### config.mk
export PLATFORM = sky130hd
export DESIGN_NAME = djb_front
export DESIGN_NICKNAME = d
export VERILOG_FILES = /design/src/hw/rtl/lowercase_djb2_substring_hash_scanner_top_macros.svh /design/src/hw/rtl/djb_pkg.sv /design/src/hw/rtl/djb_front.sv
export SDC_FILE = /design/constraint.sdc
export NUM_CORES = 1
export LEC_CHECK = 0
export ABC_AREA = 1
export BUFFER_PORTS_ARGS = -buffer_cell sky130_fd_sc_hd__buf_4
export CORE_ASPECT_RATIO = 0.8
export CORE_MARGIN = 5
export CORE_UTILIZATION = 57
export DETAILED_ROUTE_END_ITERATION = 10
export HOLD_SLACK_MARGIN = 0.12
export PLACE_DENSITY = 0.88
export RECOVER_POWER = 100
export SYNTH_ARGS = -nofsm -noshare
export SYNTH_HDL_FRONTEND = slang
export SYNTH_SLANG_ARGS = --single-unit
### constraint.sdc
create_clock -name clock -period 4 [get_ports clock]
set_input_delay 0.4 -clock clock [delete_from_list [all_inputs] [get_ports clock]]
set_output_delay 0.4 -clock clock [all_outputs]
set_load 0.01 [all_outputs]
### src/hw/rtl/lowercase_djb2_substring_hash_scanner_top_macros.svh
// Assertion macros used by the scanner back end.
`ifndef LOWERCASE_DJB2_SUBSTRING_HASH_SCANNER_TOP_MACROS_SVH
`define LOWERCASE_DJB2_SUBSTRING_HASH_SCANNER_TOP_MACROS_SVH
// Property checked on every rising clock edge outside reset.
`define DJB_ASSERT(lbl, prop) \
   lbl: assert property (@(posedge clock) disable iff (reset) prop) \
      else $error("djb assertion failed");
// Condition that must never hold.
`define DJB_NEVER(lbl, cond) \
   `DJB_ASSERT(lbl, !(cond))
`endif

### src/hw/rtl/djb_pkg.sv
// Types and constants shared by the substring hash scanner.
`default_nettype none
package djb_pkg;
   localparam logic [1:0] KIND_LOAD    = 2'd0;
   localparam logic [1:0] KIND_CHAR    = 2'd1;
   localparam logic [1:0] KIND_RESTART = 2'd2;

   localparam logic [31:0] HASH_SEED  = 32'h0000_1505;
   localparam logic [31:0] HASH_MUL   = 32'h0000_0021;
   localparam logic [7:0]  CHAR_LOW   = 8'd32;
   localparam logic [7:0]  CHAR_HIGH  = 8'd127;
   localparam logic [7:0]  UPPER_A    = 8'h41;
   localparam logic [7:0]  UPPER_Z    = 8'h5A;
   localparam logic [7:0]  CASE_DELTA = 8'd32;

   localparam int CMDQ_DEPTH = 4;
   localparam int CMDQ_AW    = 2;

   typedef enum logic [1:0] {
      OP_LOAD,
      OP_CHAR,
      OP_BAD,
      OP_RESTART
   } op_type;

   typedef struct packed {
      op_type      op;
      logic [7:0]  idx;
      logic [31:0] ehash;
      logic        evalid;
      logic [7:0]  ch;
   } cmd_type;

   typedef struct packed {
      logic        valid;
      cmd_type     cmd;
   } cmd_link_type;

   typedef struct packed {
      logic [31:0] start;
      logic [6:0]  len;
      logic [31:0] hash;
      logic        last;
   } res_type;

   typedef enum logic [1:0] {
      ST_CLEAR,
      ST_IDLE,
      ST_SWEEP,
      ST_EMIT
   } state_type;
endpackage
`default_nettype wire

### src/hw/rtl/djb_front.sv
// Front end: takes requests, classifies and lowercases them into a command queue.
`default_nettype none
module djb_front (
   input  wire logic                clock,
   input  wire logic                reset,
   input  wire logic                push,
   output logic                     full,
   input  wire logic [1:0]          req_kind,
   input  wire logic [7:0]          req_entry_index,
   input  wire logic [31:0]         req_entry_hash,
   input  wire logic                req_entry_valid,
   input  wire logic [7:0]          req_char_value,
   output djb_pkg::cmd_link_type    link,
   input  wire logic                cmd_pop
);
   import djb_pkg::*;

   cmd_type             q_ff [CMDQ_DEPTH];
   logic [CMDQ_AW-1:0]  wr_ff, wr_in;
   logic [CMDQ_AW-1:0]  rd_ff, rd_in;
   logic [CMDQ_AW:0]    cnt_ff, cnt_in;
   cmd_type             new_cmd;
   logic                enq;
   logic                deq;

   assign full = (cnt_ff == (CMDQ_AW+1)'(CMDQ_DEPTH));

   always_comb begin
      new_cmd.idx    = req_entry_index;
      new_cmd.ehash  = req_entry_hash;
      new_cmd.evalid = req_entry_valid;
      new_cmd.ch     = req_char_value;
      if (req_char_value >= UPPER_A && req_char_value <= UPPER_Z) begin
         new_cmd.ch = req_char_value + CASE_DELTA;
      end
      unique case (req_kind)
         KIND_LOAD:    new_cmd.op = OP_LOAD;
         KIND_CHAR:    new_cmd.op = (req_char_value < CHAR_LOW || req_char_value > CHAR_HIGH)
                                    ? OP_BAD : OP_CHAR;
         KIND_RESTART: new_cmd.op = OP_RESTART;
         default:      new_cmd.op = OP_LOAD;
      endcase
   end

   // unused kind is taken and dropped
   assign enq = push && !full && (req_kind == KIND_LOAD || req_kind == KIND_CHAR ||
                                  req_kind == KIND_RESTART);
   assign deq = cmd_pop && (cnt_ff != '0);

   always_comb begin
      wr_in  = enq ? wr_ff + CMDQ_AW'(1) : wr_ff;
      rd_in  = deq ? rd_ff + CMDQ_AW'(1) : rd_ff;
      cnt_in = cnt_ff;
      if (enq && !deq) begin
         cnt_in = cnt_ff + (CMDQ_AW+1)'(1);
      end else if (deq && !enq) begin
         cnt_in = cnt_ff - (CMDQ_AW+1)'(1);
      end
   end

   always_ff @(posedge clock) begin
      if (reset) begin
         wr_ff  <= '0;
         rd_ff  <= '0;
         cnt_ff <= '0;
      end else begin
         wr_ff  <= wr_in;
         rd_ff  <= rd_in;
         cnt_ff <= cnt_in;
      end
   end

   always_ff @(posedge clock) begin
      if (enq) begin
         q_ff[wr_ff] <= new_cmd;
      end
   end

   assign link.valid = (cnt_ff != '0);
   assign link.cmd   = q_ff[rd_ff];
endmodule
`default_nettype wire

==> impl_metrics.prom, run 1 <==
# TYPE chip_impl_metric gauge
chip_impl_info{name="status",value="finished, violations left"} 1
chip_impl_info{name="violations",value="capacitance limit"} 1
chip_impl_metric{name="io_buffer_count",unit=""} 107
chip_impl_metric{name="starting_density_of_the_core",unit="%"} 57.9
chip_impl_info{name="timing.critical_path.to_type",value="flip-flop"} 1
chip_impl_metric{name="area_of_the_multi_input_gates",unit="um^2"} 1600
chip_impl_metric{name="route.detailed.drc",unit=""} 0
chip_impl_metric{name="detail_route.wl_per_cell",unit="um"} 20.0
chip_impl_metric{name="sequential_cell_area",unit="um^2"} 6310
chip_impl_metric{name="clkTransAtPathRegs",unit="ns"} 0.06
chip_impl_metric{name="drt_first_iter_violations",unit=""} 594
chip_impl_metric{name="vdd.ir_drop.worst",unit="uV"} 327
chip_impl_metric{name="asyncSetResetFlopFracSynth",unit="%"} 0
chip_impl_metric{name="hold_viol",unit=""} 0
chip_impl_metric{name="p_leak",unit="nW"} 3.36
chip_impl_metric{name="io-pin-count",unit=""} 108
chip_impl_metric{name="antenna_cells",unit=""} 0
chip_impl_metric{name="post_route_cells_drive_above_1_share",unit="%"} 10.6
chip_impl_info{name="mostFrequentLayoutCells",value="edfxtp_1 (204), nor2_1 (117), clkbuf_1 (80), o21ai_0 (73), o22ai_1 (51)"} 1
chip_impl_info{name="start_to_end_type_of_the_worst_setup_path",value="flip-flop to flip-flop"} 1
chip_impl_metric{name="worst_slew_margin_rel",unit="%"} 1.22
chip_impl_metric{name="ctsLongestPathBuffers",unit=""} 3
chip_impl_metric{name="max_freq",unit="MHz"} 310
chip_impl_metric{name="detailed_place_hpwl",unit="mm"} 10.9
chip_impl_metric{name="clock_latency_of_the_later_clocked_register_in_the_worst_skew_pair",unit="ns"} 0.48
chip_impl_metric{name="vias",unit=""} 5386
chip_impl_metric{name="power_after_layout",unit="mW"} 6.22
chip_impl_info{name="synth_top_flop_cell",value="edfxtp_1"} 1
chip_impl_metric{name="yosys.cell_types.count",unit=""} 21
chip_impl_metric{name="dieHeight",unit="um"} 118
chip_impl_info{name="worstSetupStartpointType",value="flip-flop"} 1
chip_impl_info{name="tritoncts",value="built"} 1
chip_impl_metric{name="grt_start_max_net_pins",unit=""} 103
chip_impl_metric{name="cp_data_arrival_time",unit="ns"} 3.31
chip_impl_metric{name="power_spent_charging_and_discharging_nets",unit="mW"} 1.83
chip_impl_metric{name="syn_to_final_growth",unit="%"} 18.4
chip_impl_metric{name="power_frac_comb",unit="%"} 23.8
chip_impl_metric{name="seq_area_frac_synth",unit="%"} 76.4
chip_impl_info{name="clk_root_buffer_cell",value="clkbuf_16"} 1
chip_impl_metric{name="drt-vias-per-instance",unit=""} 5.84
chip_impl_metric{name="fin_util",unit="%"} 68.5
chip_impl_metric{name="power.share.clock",unit="%"} 32.3
chip_impl_metric{name="grt_first_pass_wirelength",unit="mm"} 28.1
chip_impl_metric{name="cts.sink_count",unit=""} 213
chip_impl_metric{name="layout.filler_cells",unit=""} 960
chip_impl_metric{name="post_syn_instances",unit=""} 593
chip_impl_metric{name="post_cts.repair.setup_buffers",unit=""} 0
chip_impl_metric{name="postLayoutCellArea",unit="um^2"} 9770
chip_impl_metric{name="placed_area",unit="um^2"} 9160
chip_impl_metric{name="routabilityCongestion",unit=""} 0.759
chip_impl_metric{name="seqPwrFrac",unit="%"} 43.9
chip_impl_metric{name="syn_nets",unit=""} 658
chip_impl_metric{name="ys_seq_elements",unit=""} 213
chip_impl_metric{name="route.final.wire_length",unit="mm"} 18.5
chip_impl_metric{name="synthesized_cell_area",unit="um^2"} 8250
chip_impl_metric{name="chipWidth",unit="um"} 145
chip_impl_metric{name="synth_edf_count",unit=""} 204
chip_impl_metric{name="finalSetupViolations",unit=""} 0
chip_impl_metric{name="finalHoldWorstSlack",unit="ns"} 0.215
chip_impl_metric{name="floorplan.core_area",unit="um^2"} 14200
chip_impl_metric{name="cts.htree.levels",unit=""} 1
chip_impl_metric{name="grt_pass1_vias",unit=""} 5408
chip_impl_metric{name="globalRouteTotalUtil",unit="%"} 20.9
chip_impl_metric{name="drv_cap",unit=""} 1
chip_impl_metric{name="core.rowCount",unit=""} 39
chip_impl_metric{name="tightestPinTransition",unit="ns"} 1.48
chip_impl_metric{name="path_max_fanout",unit=""} 21
chip_impl_info{name="most_common_cell_after_layout_fill_and_taps_aside",value="edfxtp_1"} 1
chip_impl_metric{name="finalCritPeriodShare",unit="%"} 80.6
chip_impl_metric{name="tritoncts.num_buffers",unit=""} 21
chip_impl_metric{name="number_of_nets_in_the_finished_design",unit=""} 790
chip_impl_metric{name="swShare",unit="%"} 29.5
chip_impl_metric{name="yosys_warnings",unit=""} 0
chip_impl_metric{name="power_per_cell_area",unit="nW/um^2"} 636
chip_impl_metric{name="synth_area_per_cell",unit="um^2"} 13.9
chip_impl_metric{name="antenna_violations_before_repair",unit=""} 0
chip_impl_info{name="rsz_0062_raised_after_global_routing",value="false"} 1
chip_impl_metric{name="worstPathRequired",unit="ns"} 4.08
chip_impl_metric{name="timing.final.crit_period",unit="ns"} 3.22
chip_impl_metric{name="final-max-slew-violation-count",unit=""} 0
chip_impl_metric{name="drt_first_pass_iters",unit=""} 5
chip_impl_metric{name="intPower",unit="mW"} 4.38
chip_impl_info{name="worst_hold_path_type",value="primary input to flip-flop"} 1
chip_impl_metric{name="antenna_violating_nets_post_route",unit=""} 0
chip_impl_metric{name="die_area",unit="um^2"} 17000
chip_impl_metric{name="grt-ovfl-total",unit=""} 0
chip_impl_metric{name="finalClockSkew",unit="ns"} 0.0132
chip_impl_metric{name="totalNegativeSetupSlack",unit="ns"} 0
cell families after synthesis:
family / synth area share [%]
flip-flops: 76.4
AO/OA/AOI/OAI: 10.8
AND/OR/NAND/NOR: 6.96
buffers and inverters: 4.22
adder cells (fa/ha/maj): 1.61
metrics by stage:
stage / instances / setup WS (ns)
2_1_floorplan: 593 / 0.588
3_3_place_gp: 863 / 1.63
3_5_place_dp: 863 / 1.59
4_1_cts: 920 / 1.25
5_1_grt: 923 / 0.540
6_report: 923 / 0.776
layout make-up:
type | count | share of cell area [%]
Clock buffer | 25 | 5.53
Timing Repair Buffer | 141 | 8.48
Tap cell | 184 | 2.36
Multi-Input combinational cell | 323 | 16.3
Inverter | 25 | 0.974
Sequential cell | 213 | 64.6
Clock inverter | 12 | 1.69
layer usage:
layer  wire, um  part of all wire [%]  track usage, %  up-vias
li1           -                     -               -     2452
met1       7480                    41            29.5     2607
met2       8990                    49            34.1      303
met3       1770                   9.6            4.43       24
met4        218                   1.2            4.02        0
met5          0                     0               0        -
path summary, 6_finish.rpt:
| path | to | slack, ns | cells after the start | from |
|---|---|---|---|---|
| setup / recovery | q_ff[0][24]$_DFFE_PP_ | 0.78 | 5 | cnt_ff[0]$_SDFFE_PP0P_ |
| hold / removal | q_ff[2][28]$_DFFE_PP_ | 0.22 | 1 | req_entry_hash[19] |
| setup reg to reg | q_ff[0][24]$_DFFE_PP_ | 0.78 | 5 | cnt_ff[0]$_SDFFE_PP0P_ |
| hold reg to reg | rd_ff[0]$_SDFFE_PP0P_ | 0.51 | 2 | rd_ff[0]$_SDFFE_PP0P_ |
power by group through the flow:
stage	combinational [mW]	sequential, mW	clock [mW]
after floorplan	0.951	2.76	0
after global placement	1.53	2.76	0
after detailed placement	1.59	2.77	0
after CTS	1.63	2.72	2.03
after global routing	1.64	2.74	2.13
final	1.48	2.73	2.01
state kept, by name (all words and copies together), names as in the netlist, named ones only:
name / cells
q_ff: 204
cnt_ff: 3
rd_ff: 2
wr_ff: 2
worst max-delay path, stage by stage, from the launching register on:
cell,delay (ns)
dfxtp_1,0.35
inv_1,0.09
nand3_1,0.11
nand2_1,0.16
nor2_1,1.10
clkbuf_1,1.00
synthesized netlist by cell type, types with 7 or more instances:
cell type / instances / share of area [%]
o21ai_1: 60 / 3.6
buf_2: 8 / 0.49
dfxtp_1: 9 / 2.2
buf_6: 11 / 1.5
o22ai_1: 51 / 3.9
ha_1: 9 / 1.4
nand2_1: 20 / 0.91
a21oi_1: 8 / 0.49
nand3_1: 7 / 0.42
edfxtp_1: 204 / 74
nor2_1: 117 / 5.3
inv_1: 23 / 1.0
o21ai_0: 46 / 2.8
repair_timing:
item | in CTS | in global routing
hold buffers | 20 | 3
hold endpoints to repair | 78 | 9
gates resized for setup | 0 | 0
No activity file was read; power rests on OpenSTA's default activity.
==> inputs of run 2 (changes only) <==
--- a/config.mk
+++ b/config.mk
@@ -9,10 +9,10 @@
 export BUFFER_PORTS_ARGS = -buffer_cell sky130_fd_sc_hd__buf_4
 export CORE_ASPECT_RATIO = 0.8
 export CORE_MARGIN = 5
-export CORE_UTILIZATION = 57
+export CORE_UTILIZATION = 52
 export DETAILED_ROUTE_END_ITERATION = 10
 export HOLD_SLACK_MARGIN = 0.12
-export PLACE_DENSITY = 0.88
+export PLACE_DENSITY = 0.85
 export RECOVER_POWER = 100
 export SYNTH_ARGS = -nofsm -noshare
 export SYNTH_HDL_FRONTEND = slang
==> constraint.sdc (replaced) <==
create_clock -name clock -period 2.8 [get_ports clock]
set_input_delay 0.28 -clock clock [delete_from_list [all_inputs] [get_ports clock]]
set_output_delay 0.28 -clock clock [all_outputs]
set_load 0.01 [all_outputs]
==> run 2 against run 1 <==
The run now ends clean. Die area is 8.9% higher. Power increased by 37%. Critical endpoint is now link[38]. Count of clock-buffer cells in the layout increased by 5. Clock power rose by 23%. Core utilization shrank 4.9 points. Final area grew 2.2%. Hold slack got worse by 0.036 ns.
==> impl_metrics.prom, run 2 (synthesis results as in run 1) <==
# TYPE chip_impl_metric gauge
chip_impl_info{name="status",value="finished clean"} 1
chip_impl_metric{name="tritoncts.num_buffers",unit=""} 21
chip_impl_metric{name="grt_pass1_vias",unit=""} 5497
chip_impl_info{name="timing.critical_path.to_type",value="primary output"} 1
chip_impl_info{name="clk_root_buffer_cell",value="clkbuf_16"} 1
chip_impl_metric{name="seqPwrFrac",unit="%"} 46.2
chip_impl_metric{name="drt_first_iter_violations",unit=""} 444
chip_impl_metric{name="antenna_cells",unit=""} 0
chip_impl_metric{name="routabilityCongestion",unit=""} 0.803
chip_impl_metric{name="antenna_violations_before_repair",unit=""} 0
chip_impl_info{name="rsz_0062_raised_after_global_routing",value="false"} 1
chip_impl_metric{name="finalClockSkew",unit="ns"} 0.00847
chip_impl_metric{name="power_after_layout",unit="mW"} 8.54
chip_impl_metric{name="max_freq",unit="MHz"} 384
chip_impl_metric{name="area_of_the_multi_input_gates",unit="um^2"} 1600
chip_impl_metric{name="syn_to_final_growth",unit="%"} 21.0
chip_impl_metric{name="vdd.ir_drop.worst",unit="uV"} 464
chip_impl_metric{name="clkTransAtPathRegs",unit="ns"} 0.06
chip_impl_metric{name="power_spent_charging_and_discharging_nets",unit="mW"} 2.56
chip_impl_metric{name="dieHeight",unit="um"} 123
chip_impl_metric{name="p_leak",unit="nW"} 3.44
chip_impl_metric{name="fin_util",unit="%"} 63.6
chip_impl_metric{name="hold_viol",unit=""} 0
chip_impl_info{name="layout_top_registers",value="q_ff: 204 flops, cnt_ff: 3 flops"} 1
chip_impl_metric{name="drt-vias-per-instance",unit=""} 5.53
chip_impl_metric{name="detail_route.wl_per_cell",unit="um"} 18.5
chip_impl_info{name="critical_path_cell_list",value="clkinv_2 -> buf_2 -> o21ai_0 -> o22ai_1 -> buf_4"} 1
chip_impl_metric{name="cp_data_arrival_time",unit="ns"} 2.32
chip_impl_metric{name="totalNegativeSetupSlack",unit="ns"} 0
chip_impl_metric{name="cts.htree.levels",unit=""} 1
chip_impl_metric{name="tightestPinTransition",unit="ns"} 0.892
chip_impl_metric{name="grt_start_max_net_pins",unit=""} 57
chip_impl_info{name="mostFrequentLayoutCells",value="edfxtp_1 (204), nor2_1 (117), clkbuf_1 (77), o21ai_0 (67), o22ai_1 (51)"} 1
chip_impl_metric{name="power_frac_comb",unit="%"} 24.8
chip_impl_metric{name="antenna_violating_nets_post_route",unit=""} 0
chip_impl_metric{name="power.share.clock",unit="%"} 29.0
chip_impl_info{name="largest-register",value="q_ff"} 1
chip_impl_metric{name="route.final.wire_length",unit="mm"} 18.1
chip_impl_metric{name="drt_first_pass_iters",unit=""} 4
chip_impl_metric{name="largest_register_ffs",unit=""} 204
chip_impl_metric{name="post_route_cells_drive_above_1_share",unit="%"} 10.7
chip_impl_metric{name="grt_first_pass_wirelength",unit="mm"} 27.5
chip_impl_info{name="most_common_cell_after_layout_fill_and_taps_aside",value="edfxtp_1"} 1
chip_impl_metric{name="io_buffer_count",unit=""} 107
chip_impl_metric{name="drv_cap",unit=""} 0
chip_impl_metric{name="timing.final.crit_period",unit="ns"} 2.60
chip_impl_metric{name="worstPathRequired",unit="ns"} 2.52
chip_impl_metric{name="cts_hold_buffers",unit=""} 49
chip_impl_metric{name="swShare",unit="%"} 30.0
chip_impl_metric{name="finalCritPeriodShare",unit="%"} 92.9
chip_impl_info{name="start_to_end_type_of_the_worst_setup_path",value="flip-flop to primary output"} 1
chip_impl_metric{name="number_of_nets_in_the_finished_design",unit=""} 815
chip_impl_metric{name="ctsLongestPathBuffers",unit=""} 3
chip_impl_metric{name="critical_path.max_stage_delay",unit="ns"} 0.59
chip_impl_info{name="critical_path.slowest_cell",value="dfxtp_4"} 1
chip_impl_metric{name="finalSetupViolations",unit=""} 0
chip_impl_metric{name="die_area",unit="um^2"} 18500
chip_impl_metric{name="layout.filler_cells",unit=""} 1192
chip_impl_metric{name="timing.reg2reg.worst_path_depth",unit=""} 6
chip_impl_metric{name="sequential_cell_area",unit="um^2"} 6310
chip_impl_metric{name="worst_slew_margin_rel",unit="%"} 40.4
chip_impl_metric{name="rrSetupSlack",unit="ns"} 0.31
chip_impl_metric{name="chipWidth",unit="um"} 151
chip_impl_metric{name="finalHoldWorstSlack",unit="ns"} 0.179
chip_impl_metric{name="core.rowCount",unit=""} 41
chip_impl_metric{name="starting_density_of_the_core",unit="%"} 52.6
chip_impl_metric{name="whs_path_depth",unit=""} 3
chip_impl_info{name="worst_hold_path_type",value="primary input to flip-flop"} 1
chip_impl_metric{name="power_per_cell_area",unit="nW/um^2"} 855
chip_impl_metric{name="final-max-slew-violation-count",unit=""} 0
chip_impl_metric{name="intPower",unit="mW"} 5.98
chip_impl_metric{name="globalRouteTotalUtil",unit="%"} 19.2
chip_impl_metric{name="cts.sink_count",unit=""} 213
chip_impl_metric{name="io-pin-count",unit=""} 108
chip_impl_metric{name="floorplan.core_area",unit="um^2"} 15700
chip_impl_metric{name="path_max_fanout",unit=""} 35
chip_impl_metric{name="vias",unit=""} 5409
chip_impl_metric{name="cts_resized",unit=""} 0
chip_impl_metric{name="route.detailed.drc",unit=""} 0
chip_impl_info{name="tritoncts",value="built"} 1
chip_impl_metric{name="post_cts.repair.setup_buffers",unit=""} 0
chip_impl_metric{name="clock_latency_of_the_later_clocked_register_in_the_worst_skew_pair",unit="ns"} 0.48
chip_impl_info{name="worstSetupStartpointType",value="flip-flop"} 1
chip_impl_metric{name="detailed_place_hpwl",unit="mm"} 10.4
chip_impl_metric{name="grt-ovfl-total",unit=""} 0
## run 2: cell types whose count changed in the layout (fill, tap and decap cells not counted), sizes merged
cell         delta
buf             +3
bufinv          -4
clkbuf          +1
clkinv          -1
clkinvlp        -1
dlygate4sd3    +26
## run 2: metal layers
| layer | vias to the layer above | wire (um) | share of wire (%) | global-route usage, % |
|---|---|---|---|---|
| met5 | - | 0 | 0 | 0 |
| met4 | 0 | 483 | 2.7 | 6.57 |
| met3 | 40 | 1200 | 6.7 | 3.51 |
| met2 | 222 | 9120 | 50 | 33.6 |
| met1 | 2648 | 7280 | 40 | 24.1 |
| li1 | 2499 | - | - | - |
## run 2: worst paths after layout
check,end,startpoint
setup / recovery,link[38],flip-flop
hold reg to reg,flip-flop,rd_ff[0]$_SDFFE_PP0P_
hold / removal,q_ff[0][7]$_DFFE_PP_,req_char_value[7]
setup reg to reg,q_ff[2][2]$_DFFE_PP_,cnt_ff[0]$_SDFFE_PP0P_
## run 2: layout make-up
type,instances,area share (%)
multi-input cells,323,16.0
clock buffers,30,5.70
repair buffers,166,11.1
inverters,25,0.952
clock inverters,6,0.326
flip-flops and latches,213,63.2
well taps,215,2.69
## run 2: through the flow
stage / area [um^2] / setup WS [ns] / cells
3_5_place_dp: 9240 / 0.734 / 893
5_1_grt: 9980 / 0.0717 / 978
2_1_floorplan: 8250 / -0.492 / 593
6_report: 9980 / 0.198 / 978
3_3_place_gp: 9240 / 0.866 / 893
4_1_cts: 10300 / 0.253 / 978
## run 2: power by group through the flow
stage	Sequential, mW	Clock (mW)	Combinational (mW)
2_1_floorplan	3.95	0	1.36
3_3_place_gp	3.98	0	2.17
3_5_place_dp	4.00	0	2.26
4_1_cts	3.94	2.54	2.34
5_1_grt	3.96	2.67	2.31
6_report	3.94	2.48	2.12
## run 2: worst max-delay path: cells and delay by family, from the launching register on
| kind | cells | cell delay (ns) |
|---|---|---|
| buffers and inverters | 3 | 0.85 |
| DFF | 1 | 0.59 |
| AOI/OAI and AO/OA | 2 | 0.37 |
==> inputs of run 3 (changes only) <==
--- a/config.mk
+++ b/config.mk
@@ -7,13 +7,16 @@
 export LEC_CHECK = 0
 export ABC_AREA = 1
 export BUFFER_PORTS_ARGS = -buffer_cell sky130_fd_sc_hd__buf_4
+export CELL_PAD_IN_SITES_DETAIL_PLACEMENT = 0
+export CELL_PAD_IN_SITES_GLOBAL_PLACEMENT = 1
 export CORE_ASPECT_RATIO = 0.8
 export CORE_MARGIN = 5
-export CORE_UTILIZATION = 52
+export CORE_UTILIZATION = 42
 export DETAILED_ROUTE_END_ITERATION = 10
 export HOLD_SLACK_MARGIN = 0.12
-export PLACE_DENSITY = 0.85
+export PLACE_DENSITY = 0.84
 export RECOVER_POWER = 100
+export SKIP_LAST_GASP = 1
 export SYNTH_ARGS = -nofsm -noshare
 export SYNTH_HDL_FRONTEND = slang
 export SYNTH_SLANG_ARGS = --single-unit
==> run 3 against run 2 <==
Wire length fell by 0.44%. Count of clock-buffer cells in the layout fell by 2. Core utilization fell by 10 points. Final area rose by 2.5%. Register-to-register slack got worse by 0.06 ns. Sequential share of layout area fell by 1.5 points. Global-route usage fell by 3.6 points. Critical path type unchanged. Critical endpoint is now link[22]. Highest routed layer unchanged.
==> impl_metrics.prom, run 3 (synthesis results as in run 1) <==
# TYPE chip_impl_metric gauge
chip_impl_info{name="status",value="finished clean"} 1
chip_impl_metric{name="finalSetupViolations",unit=""} 0
chip_impl_metric{name="post_route_cells_drive_above_1_share",unit="%"} 11.7
chip_impl_metric{name="p_leak",unit="nW"} 3.52
chip_impl_info{name="tritoncts",value="built"} 1
chip_impl_info{name="worstReg2RegStart",value="cnt_ff[0]$_SDFFE_PP0P_"} 1
chip_impl_metric{name="worst_slew_margin_rel",unit="%"} 25.0
chip_impl_metric{name="power_per_cell_area",unit="nW/um^2"} 878
chip_impl_metric{name="timing.reg2reg.worst_path_depth",unit=""} 6
chip_impl_metric{name="ctsLongestPathBuffers",unit=""} 3
chip_impl_metric{name="grt_use_met2",unit="%"} 25.1
chip_impl_info{name="rr_endpoint",value="q_ff[3][30]$_DFFE_PP_"} 1
chip_impl_metric{name="cts.htree.levels",unit=""} 1
chip_impl_metric{name="vias",unit=""} 5305
chip_impl_metric{name="grt_start_max_net_pins",unit=""} 103
chip_impl_metric{name="layout.filler_cells",unit=""} 1630
chip_impl_metric{name="largest_register_ffs",unit=""} 204
chip_impl_info{name="worstSetupStartpointType",value="flip-flop"} 1
chip_impl_metric{name="critical_path_buf_inv_count",unit=""} 2
chip_impl_metric{name="cp_data_arrival_time",unit="ns"} 2.32
chip_impl_metric{name="rrSetupSlack",unit="ns"} 0.25
chip_impl_info{name="critical_path_cell_list",value="buf_4 -> o21ai_0 -> o22ai_1 -> buf_4"} 1
chip_impl_info{name="rsz_0062_raised_after_global_routing",value="false"} 1
chip_impl_info{name="mostFrequentLayoutCells",value="edfxtp_1 (204), nor2_1 (113), clkbuf_1 (79), o21ai_0 (73), o22ai_1 (51)"} 1
chip_impl_metric{name="globalRouteTotalUtil",unit="%"} 15.6
chip_impl_metric{name="whs_path_depth",unit=""} 3
chip_impl_metric{name="tightestPinTransition",unit="ns"} 1.13
chip_impl_metric{name="grt-ovfl-total",unit=""} 0
chip_impl_metric{name="finalCritPeriodShare",unit="%"} 92.9
chip_impl_metric{name="drv_cap",unit=""} 0
chip_impl_metric{name="core.rowCount",unit=""} 45
chip_impl_metric{name="antenna_violating_nets_post_route",unit=""} 0
chip_impl_metric{name="swShare",unit="%"} 29.1
chip_impl_metric{name="route.detailed.drc",unit=""} 0
chip_impl_metric{name="place_ws",unit="ns"} 0.723
chip_impl_metric{name="vdd.ir_drop.worst",unit="uV"} 376
chip_impl_metric{name="path_max_fanout",unit=""} 102
chip_impl_metric{name="io_buffer_count",unit=""} 107
chip_impl_metric{name="stdcell_count",unit=""} 1031
chip_impl_metric{name="detail_route.wl_per_cell",unit="um"} 17.5
chip_impl_metric{name="final-max-slew-violation-count",unit=""} 0
chip_impl_metric{name="starting_density_of_the_core",unit="%"} 43.1
chip_impl_metric{name="worstPathRequired",unit="ns"} 2.52
chip_impl_metric{name="tritoncts.num_buffers",unit=""} 22
chip_impl_metric{name="routabilityCongestion",unit=""} 0.747
chip_impl_metric{name="floorplan.core_area",unit="um^2"} 19100
chip_impl_info{name="most_common_cell_after_layout_fill_and_taps_aside",value="edfxtp_1"} 1
chip_impl_metric{name="gr-usage-met3",unit="%"} 4.26
chip_impl_metric{name="grt_pass1_vias",unit=""} 5249
chip_impl_metric{name="max_freq",unit="MHz"} 385
chip_impl_metric{name="finalWorstSetupSlack",unit="ns"} 0.200
chip_impl_metric{name="dieHeight",unit="um"} 135
chip_impl_info{name="critical-path-top-delay-family",value="buffers and inverters"} 1
chip_impl_metric{name="drt_first_iter_violations",unit=""} 368
chip_impl_info{name="hold_end",value="q_ff[1][5]$_DFFE_PP_"} 1
chip_impl_metric{name="finalClockSkew",unit="ns"} 0.00634
chip_impl_metric{name="route.final.wire_length",unit="mm"} 18.0
chip_impl_metric{name="antenna_violations_before_repair",unit=""} 1
chip_impl_metric{name="dp.cells",unit=""} 942
chip_impl_metric{name="drt_first_pass_iters",unit=""} 5
chip_impl_metric{name="grtUsageMet1",unit="%"} 21.5
chip_impl_metric{name="syn_to_final_growth",unit="%"} 24.0
chip_impl_info{name="critical_path.slowest_cell",value="buf_4"} 1
chip_impl_metric{name="clkTransAtPathRegs",unit="ns"} 0.06
chip_impl_metric{name="hold_viol",unit=""} 0
chip_impl_metric{name="io-pin-count",unit=""} 108
chip_impl_metric{name="detailed_place_hpwl",unit="mm"} 10.5
chip_impl_metric{name="power_spent_charging_and_discharging_nets",unit="mW"} 2.62
chip_impl_metric{name="timing.final.crit_period",unit="ns"} 2.60
chip_impl_metric{name="area_of_the_multi_input_gates",unit="um^2"} 1620
chip_impl_info{name="largest-register",value="q_ff"} 1
chip_impl_info{name="gr-max-usage-layer",value="met2"} 1
chip_impl_metric{name="cts.sink_count",unit=""} 213
chip_impl_metric{name="grt_first_pass_wirelength",unit="mm"} 28.2
chip_impl_metric{name="number_of_nets_in_the_finished_design",unit=""} 822
chip_impl_info{name="timing.critical_path.to_type",value="primary output"} 1
chip_impl_metric{name="totalNegativeSetupSlack",unit="ns"} 0
chip_impl_metric{name="critical_path.max_stage_delay",unit="ns"} 0.75
chip_impl_metric{name="drt-vias-per-instance",unit=""} 5.15
chip_impl_info{name="critical-path-top-cell-by-count",value="buf_4"} 1
chip_impl_info{name="layout_top_registers",value="q_ff: 204 flops, cnt_ff: 3 flops"} 1
chip_impl_info{name="clk_root_buffer_cell",value="clkbuf_16"} 1
chip_impl_metric{name="power.share.clock",unit="%"} 32.5
chip_impl_metric{name="chipWidth",unit="um"} 167
chip_impl_info{name="start_to_end_type_of_the_worst_setup_path",value="flip-flop to primary output"} 1
chip_impl_info{name="worst_hold_path_type",value="primary input to flip-flop"} 1
chip_impl_info{name="worst_hold_startpoint",value="req_char_value[5]"} 1
chip_impl_metric{name="die_area",unit="um^2"} 22600
chip_impl_metric{name="clock_latency_of_the_later_clocked_register_in_the_worst_skew_pair",unit="ns"} 0.49
chip_impl_metric{name="power_frac_comb",unit="%"} 24.3
chip_impl_metric{name="cts_resized",unit=""} 0
chip_impl_metric{name="intPower",unit="mW"} 6.37
chip_impl_metric{name="seqPwrFrac",unit="%"} 43.3
chip_impl_metric{name="sequential_cell_area",unit="um^2"} 6310
==> run 3: what timing repair did <==
item	in CTS	in global routing
setup buffers	0	0
hold buffers	49	0
hold endpoints to repair	188	0
==> run 3: worst max path at each step <==
stage,end,from,slack [ns],cells past startpoint
after CTS,link[3],flip-flop,0.16,4
after global routing,q_ff[3][24]$_DFFE_PP_,cnt_ff[0]$_SDFFE_PP0P_,0.005,6
after global placement,q_ff[3][38]$_DFFE_PP_,req_kind[0],0.72,7
after floorplan,q_ff[0][0]$_DFFE_PP_,req_kind[0],-0.49,4
after detailed placement,link[3],flip-flop,0.72,4
final,link[22],flip-flop,0.20,4
==> run 3: through the flow <==
stage | instance area, um^2 | hold WS, ns | power [mW] | util, %
floorplan | 8250 | 0.349 | 5.31 | -
global placement | 9330 | 0.465 | 6.21 | 48.7
detailed placement | 9330 | 0.479 | 6.28 | 48.7
CTS | 10500 | 0.140 | 9.27 | 55.1
global route | 10200 | 0.166 | 9.47 | 53.5
finish | 10200 | 0.156 | 8.99 | 53.5
==> run 3: tightest hold or removal path, stage by stage <==
cell	delay, ns
buf_4	0.10
inv_1	0.03
nand2_1	0.11
==> run 3: layer usage <==
metal | wire length (um) | part of all wire [%] | vias to the layer above
li1 | - | - | 2517
met1 | 7930 | 44 | 2585
met2 | 8400 | 47 | 176
met3 | 1360 | 7.6 | 27
met4 | 327 | 1.8 | 0
met5 | 0 | 0 | -
==> run 3: final cells by class <==
class / count / area share, %
diodes: 1 / 0.0245
clock buffers: 28 / 5.81
clock inverters: 11 / 1.30
inverters: 25 / 0.917
multi-input cells: 323 / 15.8
flip-flops and latches: 213 / 61.7
well taps: 258 / 3.15
repair buffers: 172 / 11.3
==> run 3: power groups by stage <==
stage | Combinational [mW] | Clock (mW) | Sequential [mW]
after global placement | 2.28 | 0 | 3.94
after CTS | 2.41 | 2.98 | 3.88
after floorplan | 1.36 | 0 | 3.95
final | 2.18 | 2.92 | 3.89
after global routing | 2.44 | 3.11 | 3.91
after detailed placement | 2.33 | 0 | 3.95
